===== src/rtl/smpq_pkg.sv =====
package smpq_pkg;

  // Default sizes
  localparam int DEPTH_DEF       = 512;
  localparam int KEY_BITS_DEF    = 32;
  localparam int HANDLE_BITS_DEF = 9;

  // Request codes
  localparam logic REQ_INSERT = 1'b0;
  localparam logic REQ_GET    = 1'b1;

  // Result status codes
  typedef enum logic [1:0] {
    STAT_OK    = 2'd0,
    STAT_EMPTY = 2'd1,
    STAT_FULL  = 2'd2
  } smpq_status_t;

  // Store write selection
  typedef enum logic [1:0] {
    WR_NONE,
    WR_SHIFT,
    WR_NEW_UP,
    WR_NEW_ZERO
  } smpq_wr_op_t;

  // Controller to datapath
  typedef struct packed {
    logic         take;
    logic         rd_en;
    smpq_wr_op_t  wr_op;
    logic         cnt_inc;
    logic         cnt_dec;
    logic         load_out;
    logic         from_mem;
    smpq_status_t res_status;
  } smpq_cmd_t;

  // Datapath to controller
  typedef struct packed {
    logic empty;
    logic full;
    logic stays;
    logic bottom;
  } smpq_sts_t;

endpackage


===== src/rtl/smpq_ctrl.sv =====
module smpq_ctrl import smpq_pkg::*; (
  input  logic      clk,
  input  logic      rst,
  input  logic      in_valid,
  output logic      in_stall,
  input  logic      req_type,
  output logic      out_valid,
  input  logic      out_stall,
  input  smpq_sts_t sts,
  output smpq_cmd_t cmd
);

  typedef enum logic [2:0] {
    S_IDLE,
    S_SCAN_FIRST,
    S_SCAN,
    S_PLACE,
    S_GET_RD,
    S_FINISH
  } state_t;

  state_t       state;
  smpq_status_t res_status;
  logic         res_from_mem;
  logic         in_fire;
  logic         out_free;

  assign in_stall = (state != S_IDLE);
  assign in_fire  = in_valid && !in_stall;
  assign out_free = !out_valid || !out_stall;

  // Commands for the datapath
  always_comb begin
    cmd.take       = 1'b0;
    cmd.rd_en      = 1'b0;
    cmd.wr_op      = WR_NONE;
    cmd.cnt_inc    = 1'b0;
    cmd.cnt_dec    = 1'b0;
    cmd.load_out   = 1'b0;
    cmd.from_mem   = res_from_mem;
    cmd.res_status = res_status;
    unique case (state)
      S_IDLE: begin
        cmd.take = in_fire;
      end
      S_SCAN_FIRST: begin
        cmd.rd_en = 1'b1;
      end
      S_SCAN: begin
        if (sts.stays) begin
          cmd.wr_op = WR_SHIFT;
          cmd.rd_en = !sts.bottom;
        end else begin
          cmd.wr_op   = WR_NEW_UP;
          cmd.cnt_inc = 1'b1;
        end
      end
      S_PLACE: begin
        cmd.wr_op   = WR_NEW_ZERO;
        cmd.cnt_inc = 1'b1;
      end
      S_GET_RD: begin
        cmd.rd_en   = 1'b1;
        cmd.cnt_dec = 1'b1;
      end
      S_FINISH: begin
        cmd.load_out = out_free;
      end
    endcase
  end

  // State and result registers
  always_ff @(posedge clk) begin
    if (rst) begin
      state        <= S_IDLE;
      out_valid    <= 1'b0;
      res_status   <= STAT_OK;
      res_from_mem <= 1'b0;
    end else begin
      // Hold the result word until it is taken
      if (cmd.load_out) begin
        out_valid <= 1'b1;
      end else if (!out_stall) begin
        out_valid <= 1'b0;
      end

      unique case (state)
        S_IDLE: begin
          if (in_fire) begin
            res_status   <= STAT_OK;
            res_from_mem <= 1'b0;
            if (req_type == REQ_INSERT) begin
              if (sts.full) begin
                res_status <= STAT_FULL;
                state      <= S_FINISH;
              end else if (sts.empty) begin
                state <= S_PLACE;
              end else begin
                state <= S_SCAN_FIRST;
              end
            end else begin
              if (sts.empty) begin
                res_status <= STAT_EMPTY;
                state      <= S_FINISH;
              end else begin
                res_from_mem <= 1'b1;
                state        <= S_GET_RD;
              end
            end
          end
        end
        S_SCAN_FIRST: begin
          state <= S_SCAN;
        end
        S_SCAN: begin
          if (!sts.stays) begin
            state <= S_FINISH;
          end else if (sts.bottom) begin
            state <= S_PLACE;
          end
        end
        S_PLACE: begin
          state <= S_FINISH;
        end
        S_GET_RD: begin
          state <= S_FINISH;
        end
        S_FINISH: begin
          if (out_free) begin
            state <= S_IDLE;
          end
        end
      endcase
    end
  end

endmodule


===== config.mk =====
export PLATFORM = sky130hd
export DESIGN_NAME = smpq_ctrl
export DESIGN_NICKNAME = d
export VERILOG_FILES = /design/src/rtl/smpq_pkg.sv /design/src/rtl/smpq_ctrl.sv
export SDC_FILE = /design/constraint.sdc
export NUM_CORES = 1
export LEC_CHECK = 0
export BUFFER_PORTS_ARGS = -buffer_cell sky130_fd_sc_hd__buf_2
export CAP_MARGIN = 40
export CORE_AREA = 2 2 39 41
export CTS_CLUSTER_SIZE = 12
export DETAILED_ROUTE_END_ITERATION = 8
export DIE_AREA = 0 0 41 43
export GPL_TIMING_DRIVEN = 0
export PLACE_DENSITY = 0.68
export REMOVE_ABC_BUFFERS = 1
export SLEW_MARGIN = 20
export SYNTH_ARGS = -nofsm -noshare
export SYNTH_HDL_FRONTEND = slang
export SYNTH_SLANG_ARGS = --single-unit

===== constraint.sdc =====
create_clock -name clk -period 1.5 [get_ports clk]
set_clock_uncertainty 0.05 [all_clocks]
set_input_delay 0.075 -clock clk [delete_from_list [all_inputs] [get_ports clk]]
set_output_delay 0.075 -clock clk [all_outputs]
set_load 0.05 [all_outputs]

Yosys cells after proc, flatten, opt, wreduce, memory -nomap -nowiden
Index checks and enable logic that the tools add are counted.
{"block": "word_totals", "inputBits": 9, "register_bits": 7, "out_inout_bits": 12, "word_cells": 49}
{"block": "classes", "eq_ne": 9, "reduce_logical": 12, "mux": 24}
{"op": "$mux 3", "n": 6}
{"op": "$pmux 3 s5", "n": 1}
{"op": "$mux 1", "n": 11}
{"op": "$mux 2", "n": 4}
{"op": "$eq 3x2->1 const B", "n": 2}
{"op": "$eq 3x3->1 const B", "n": 2}
{"op": "$pmux 3 s2", "n": 1}
{"op": "$logic_not 1->1", "n": 4}
{"op": "$ne 2x2->1 const B", "n": 2}
{"op": "$reduce_or 2->1", "n": 2}
{"op": "$eq 3x1->1 const B", "n": 1}
{"op": "$logic_not 3->1", "n": 1}
{"op": "$ne 3x3->1 const B", "n": 1}
{"op": "$reduce_and 3->1", "n": 1}
{"op": "$reduce_bool 3->1", "n": 1}
{"op": "$ne 2x1->1 const B", "n": 1}
{"op": "$pmux 1 s2", "n": 1}
{"op": "$reduce_and 2->1", "n": 1}
{"op": "$logic_and 1x1->1", "n": 1}
{"op": "$logic_or 1x1->1", "n": 1}

Longest topological paths before layout
Gate-level depths: netlist (run 1).
{"block": "logic_depth", "ltp_word": 5, "ltp_mapped": 6, "mapped_depth_nobuf": 4}

Worst setup path before layout (run 1)
OpenSTA, ideal clock, no wires.
{"block": "synth_timing", "path_kind": "reg-to-output", "startpoint": "register state[2]", "endpoint": "output cmd[7] in the netlist's numbering", "n_path_buf": 2, "arrival_ns": 1.798, "required_ns": 1.375, "setup_slack_ns": -0.423, "stages_incl_launch_ff": 5, "cell_sequence": "dfxtp_1 > buf_2 > nand2b_1 > a21oi_1 > buf_4"}
{"item": "start: declaration", "line_no": "smpq_ctrl.sv:22", "source": "state_t state;"}
{"item": "start signal: assignment", "line_no": "smpq_ctrl.sv:75", "source": "state <= S_IDLE;"}
{"item": "start signal: assignment", "line_no": "smpq_ctrl.sv:95", "source": "state <= S_FINISH;"}
{"item": "start signal: assignment", "line_no": "smpq_ctrl.sv:97", "source": "state <= S_PLACE;"}
{"item": "end: declaration", "line_no": "smpq_ctrl.sv:10", "source": "output smpq_cmd_t cmd"}

==> flow_metrics.env, run 1 <==
export IMPL_fp_dieW_um=41
export IMPL_ys_types=26
export IMPL_path_cells="or3_4 -> nor2_8 -> buf_8"
export IMPL_power_switching_mw=0.529
export IMPL_wire_per_inst_um=12.3
export IMPL_design_portCount=21
export IMPL_grt_pass1_wl_um=1790
export IMPL_start_util_pct=33.0
export IMPL_worstSetupStartpointType="flop"
export IMPL_post_synth_instance_area_um2=457
export IMPL_drive_gt1_share_pct=43.0
export IMPL_cp_startpoint="state[1]"
export IMPL_intPower_mw=0.571
export IMPL_crit_buf_inv=1
export IMPL_cap_viol_max_count=0
export IMPL_yosys_warnings=0
export IMPL_syn_inst=57
export IMPL_postRouteAntennaNets=0
export IMPL_yosys_register_bits=7
export IMPL_die_h_um=43
export IMPL_synth_top_area_share_pct=30.7
export IMPL_arrival_ns=1.35
export IMPL_critPathMaxFanout=7
export IMPL_fmax_mhz=679
export IMPL_first_global_vias=430
export IMPL_setup_slack_ns=0.0275
export IMPL_period_needed_ns=1.47
export IMPL_clock_path_buffers=2
export IMPL_peakVddDrop_v=0.000718
export IMPL_p_leak_nw=0.282
export IMPL_coreArea_mm2=0.00138
export IMPL_cts_sinks=7
export IMPL_cp_end_kind="primary output"
export IMPL_clk_pin_slew_ns=0.05
export IMPL_overflow=0
export IMPL_portBuffers=20
export IMPL_crit_required_ns=1.37
export IMPL_num_vias=473
export IMPL_setup_viol=0
export IMPL_tritoncts="done"
export IMPL_critical_path_class="flop to primary output"
export IMPL_syn_avg_cell_area_um2=8.01
export IMPL_drt_iter0_drc=4
export IMPL_final_hold_viol_count=0
export IMPL_worst_pin_slew_ns=0.252
export IMPL_rsz0062_at_grt="yes"
export IMPL_slew_limit_headroom_pct=83.2
export IMPL_yosysTopAreaCell="dfxtp_1"
export IMPL_synthToLayoutAreaGrowth_pct=37.3
export IMPL_pwr_share_clk_pct=15.5
export IMPL_cts_buffers=3
export IMPL_drt_pass1_iter_count=4
export IMPL_fillCellCount=150
export IMPL_combPwrFrac_pct=59.1
export IMPL_path_delay_family="simple AND/OR/NAND/NOR gates"
export IMPL_synthTopCellsByArea="dfxtp_1 (31%), a21oi_1 (7.7%), nor2_1 (5.8%)"
export IMPL_clk_latency_ns=0.25
export IMPL_vias_per_cell=4.98
export IMPL_die_area_mm2=0.00176
export IMPL_slowest_delay_ns=0.43
export IMPL_track_usage_pct=15.1
export IMPL_drt_wl_total_um=1170
export IMPL_hold_path_class="input port to flop"
export IMPL_antenna_found_initial=0
export IMPL_min_period_over_period_pct=98.2
export IMPL_h_tree_depth=1
export IMPL_hp_start="rst"
export IMPL_rows=14
export IMPL_dp_slack_ns=0.134
export IMPL_drv_slew=0
export IMPL_power_mw=1.10
export IMPL_rr_startpoint="state[1]"
export IMPL_place_gp_congestion=0.831
export IMPL_seqPwrFrac_pct=25.5
export IMPL_drc=0
export IMPL_place_hpwl_um=784
export IMPL_status="complete, no violations"
export IMPL_grt_max_degree=13
export IMPL_ys_seq_area_share_pct=30.7
export IMPL_cp_slowest_cell="or3_4"
export IMPL_tns_ns=0
export IMPL_n_antenna_cell=0
export IMPL_root_buffer="clkbuf_4"
export IMPL_cellPowerDensity_mw_per_mm2=1750
export IMPL_fin_nets=89
export IMPL_p_sw_share_pct=48.1
logic make-up after synthesis:
logic type             after synthesis  share of synthesized area [%]
AOI/OAI and AO/OA                   19                           27.1
buffers and inverters                8                           12.1
DFF                                  7                           30.7
muxes                                1                           2.19
and+or+nand+nor                     22                           27.9
power by group through the flow:
stage	clock network [mW]	registers [mW]	logic (mW)
floorplan	0	0.293	0.407
global placement	0	0.276	0.535
detailed placement	0	0.278	0.537
CTS	0.179	0.279	0.560
global route	0.200	0.286	0.688
finish	0.170	0.280	0.650
what timing repair did:
action / 4_1_cts / 5_1_grt
endpoints found under the setup margin: 5 / 5
resized for setup: 7 / 6
buffers inserted: 0 / 4
hold buffers: 0 / 0
pin swaps: 1 / 2
synthesized netlist by cell type, drive strengths merged:
library cell and number:
a21o 1, a21oi 7, a22oi 1, a311oi 2, buf 6, dfxtp 7
inv 2, mux2i 1, nand2 4, nand2b 2, nand3 1, nand3b 1
nor2 8, nor2b 2, nor3 1, nor4 1, o21ai 4, o22ai 1
o31a 1, o32a 2, or3 2
cell type report:
class                           count  area [um2]  area share, %
Sequential cell                     7         149           23.8
Multi-Input combinational cell     42         264           42.1
Timing Repair Buffer               24         160           25.5
Inverter                            2        7.51           1.20
Tap cell                           16        20.0           3.19
Clock buffer                        4        26.3           4.19
state kept, by name, indices dropped and copies added, names as in the netlist:
| signal | flops |
|---|---|
| out_valid | 1 |
| res_from_mem | 1 |
| res_status | 2 |
| state | 3 |
placed cells by master, fill, tap and decap left out, types with 2 or more instances in the layout:
cell type and count:
buf_2 15, a21oi_1 7, nor2_1 7, clkbuf_4 6, nand2_1 4, dfxtp_1 4, o21ai_0 3, buf_4 3
inv_1 2, nand2b_1 2, o32a_1 2, a311oi_1 2, dfxtp_4 2
metrics by stage:
step / hold slack [ns] / instances / instance area (um2) / utilization [%]
3_3_place_gp: 0.283 / 87 / 529 / 38.2
3_5_place_dp: 0.290 / 87 / 529 / 38.2
5_1_grt: 0.0230 / 95 / 627 / 45.3
4_1_cts: 0.0201 / 91 / 572 / 41.3
2_1_floorplan: 0.0941 / 51 / 409 / -
6_report: 0.0279 / 95 / 627 / 45.3
per-layer routing:
metal | share of wire (%) | vias to the layer above | track usage [%]
met2 | 51 | 16 | 20.3
li1 | - | 250 | -
met4 | 0 | 0 | 10.0
met5 | 0 | - | 0
met1 | 43 | 207 | 20.7
met3 | 5.6 | 0 | 3.14
worst reg2reg max path, cell delays in order, from the launching register on:
cell	delay [ns]
dfxtp_4	0.37
or3_4	0.43
nor2_8	0.15
buf_12	0.11
mux2i_1	0.17
nor2_1	0.05
worst paths after layout:
check,endpoint,slack [ns],cells past startpoint
min reg2reg,res_status[1],0.43,2
max reg2reg,res_from_mem,0.07,5
max,cmd[9],0.03,3
min,res_status[1],0.03,2
Note: power is estimated with default switching activity, not from simulation.
==> run 2, diff against run 1 <==
--- a/config.mk
+++ b/config.mk
@@ -5,7 +5,7 @@
 export SDC_FILE = /design/constraint.sdc
 export NUM_CORES = 1
 export LEC_CHECK = 0
-export BUFFER_PORTS_ARGS = -buffer_cell sky130_fd_sc_hd__buf_2
+export BUFFER_PORTS_ARGS = -buffer_cell sky130_fd_sc_hd__buf_4
 export CAP_MARGIN = 40
 export CORE_AREA = 2 2 39 41
 export CTS_CLUSTER_SIZE = 12
==> run 2 against run 1 <==
Effect of this change:
- setup slack worse by 0.0043 ns
- via count up 2.7%
- clock power grew 4%
- sequential cell count unchanged
- critical path depth did not move
- first-iteration DRC count did not move
- wire length rose by 0.34%
- clock-buffer cell count unchanged
- global-route usage down 0.49 points
- critical endpoint unchanged
==> flow_metrics.env, run 2 (synthesis results as in run 1) <==
export IMPL_status="complete, no violations"
export IMPL_worstSetupStartpointType="flop"
export IMPL_grt_pass1_wl_um=1720
export IMPL_setup_slack_ns=0.0232
export IMPL_fmax_mhz=677
export IMPL_rows=14
export IMPL_drv_slew=0
export IMPL_final_hold_viol_count=0
export IMPL_portBuffers=20
export IMPL_post_route_util_pct=47.6
export IMPL_top_regs="state: 3 flops, res_status: 2 flops"
export IMPL_tritoncts="done"
export IMPL_path_cells="or3_4 -> nor2_8 -> buf_8"
export IMPL_overflow=0
export IMPL_cts_buffers=3
export IMPL_hold_path_class="input port to flop"
export IMPL_design_portCount=21
export IMPL_critPathMaxFanout=6
export IMPL_cts_sinks=7
export IMPL_vias_per_cell=5.12
export IMPL_drt_wl_total_um=1170
export IMPL_cap_viol_max_count=0
export IMPL_period_needed_ns=1.48
export IMPL_design_area_um2=658
export IMPL_n_antenna_cell=0
export IMPL_postRouteAntennaNets=0
export IMPL_wire_per_inst_um=12.3
export IMPL_critical_path_class="flop to primary output"
export IMPL_place_gp_congestion=0.812
export IMPL_crit_buf_inv=1
export IMPL_drive_gt1_share_pct=43.0
export IMPL_arrival_ns=1.35
export IMPL_cp_end_kind="primary output"
export IMPL_setup_viol=0
export IMPL_clk_pin_slew_ns=0.06
export IMPL_min_period_over_period_pct=98.5
export IMPL_cellPowerDensity_mw_per_mm2=1680
export IMPL_coreArea_mm2=0.00138
export IMPL_cp_slowest_cell="or3_4"
export IMPL_place_hpwl_um=775
export IMPL_h_tree_depth=1
export IMPL_grt_max_degree=13
export IMPL_antenna_found_initial=0
export IMPL_die_h_um=43
export IMPL_layout_commonest_cell="buf_4"
export IMPL_slowest_delay_ns=0.44
export IMPL_clock_path_buffers=2
export IMPL_path_delay_family="simple AND/OR/NAND/NOR gates"
export IMPL_p_leak_nw=0.286
export IMPL_drt_iter0_drc=4
export IMPL_crit_required_ns=1.37
export IMPL_regMostFlops="state"
export IMPL_fp_dieW_um=41
export IMPL_num_vias=486
export IMPL_drc=0
export IMPL_peakVddDrop_v=0.000573
export IMPL_largest_reg_flops=3
export IMPL_fin_nets=89
export IMPL_drt_pass1_iter_count=3
export IMPL_dpl_cell_area_um2=579
export IMPL_die_area_mm2=0.00176
export IMPL_whs_ns=0.0665
export IMPL_start_util_pct=33.0
export IMPL_slew_limit_headroom_pct=83.4
export IMPL_first_global_vias=398
export IMPL_root_buffer="clkbuf_4"
export IMPL_track_usage_pct=14.6
export IMPL_rsz0062_at_grt="yes"
export IMPL_dp_slack_ns=0.131
export IMPL_mostFrequentLayoutCells="buf_4 (21), nor2_1 (7), a21oi_1 (6), nand2_1 (4), dfxtp_1 (4)"
export IMPL_synthToLayoutAreaGrowth_pct=44.1
export IMPL_worst_pin_slew_ns=0.249
export IMPL_clk_latency_ns=0.25
export IMPL_tns_ns=0
## run 2: cell count changes in the layout (fill, tap and decap cells not counted)
cell	before	now
clkbuf_4	6	3
a21oi_2	0	1
a21oi_1	7	6
dlygate4sd3_1	0	1
buf_4	3	21
buf_2	15	0
buf_12	1	0
## run 2: final cells by class
cell class	instances	area (um2)
multi-input cells	42	268
well taps	16	20.0
repair buffers	24	188
clock buffers	4	26.3
flip-flops and latches	7	149
inverters	2	7.51
fillers	146	726
## run 2: worst reg2reg max path, stage by stage, from the launching register on
cell and delay (ns):
dfxtp_4 0.36, or3_4 0.44, nor2_8 0.15, buf_4 0.13, mux2i_1 0.17, nor2_1 0.05
## run 2: timing repair
action,in CTS,in global routing
setup buffers,0,3
cloned,0,0
endpoints found under the hold margin,5,0
endpoints found under the setup margin,5,4
pin swaps,0,2
hold buffers,1,0
resized for setup,4,5
## run 2: per-stage QoR
stage               total power, mW  std cells
floorplan                     0.700         51
global placement              0.859         87
detailed placement            0.862         87
CTS                            1.05         92
global route                   1.16         95
finish                         1.10         95
## run 2: report_power, final
group          leakage (nW)  internal [mW]  total (mW)  switching [mW]
combinational         0.212          0.243       0.647           0.404
clock                0.0150          0.102       0.177          0.0751
sequential           0.0589          0.226       0.279          0.0534
## run 2: worst paths after layout
| check | from | to | slack (ns) | cells after the start |
|---|---|---|---|---|
| setup / recovery | state[2] | cmd[9] | 0.02 | 3 |
| hold / removal | sts[3] | res_status[0] | 0.07 | 3 |
| setup reg to reg | state[2] | res_from_mem | 0.05 | 5 |
| hold reg to reg | res_status[0] | res_status[0] | 0.43 | 2 |
## run 2: layer usage
metal / vias up / wire length, um / global-route usage [%]
li1: 252 / - / -
met1: 220 / 539 / 20.1
met2: 12 / 573 / 20.3
met3: 2 / 45 / 3.14
met4: 0 / 14 / 8.00
met5: - / 0 / 0
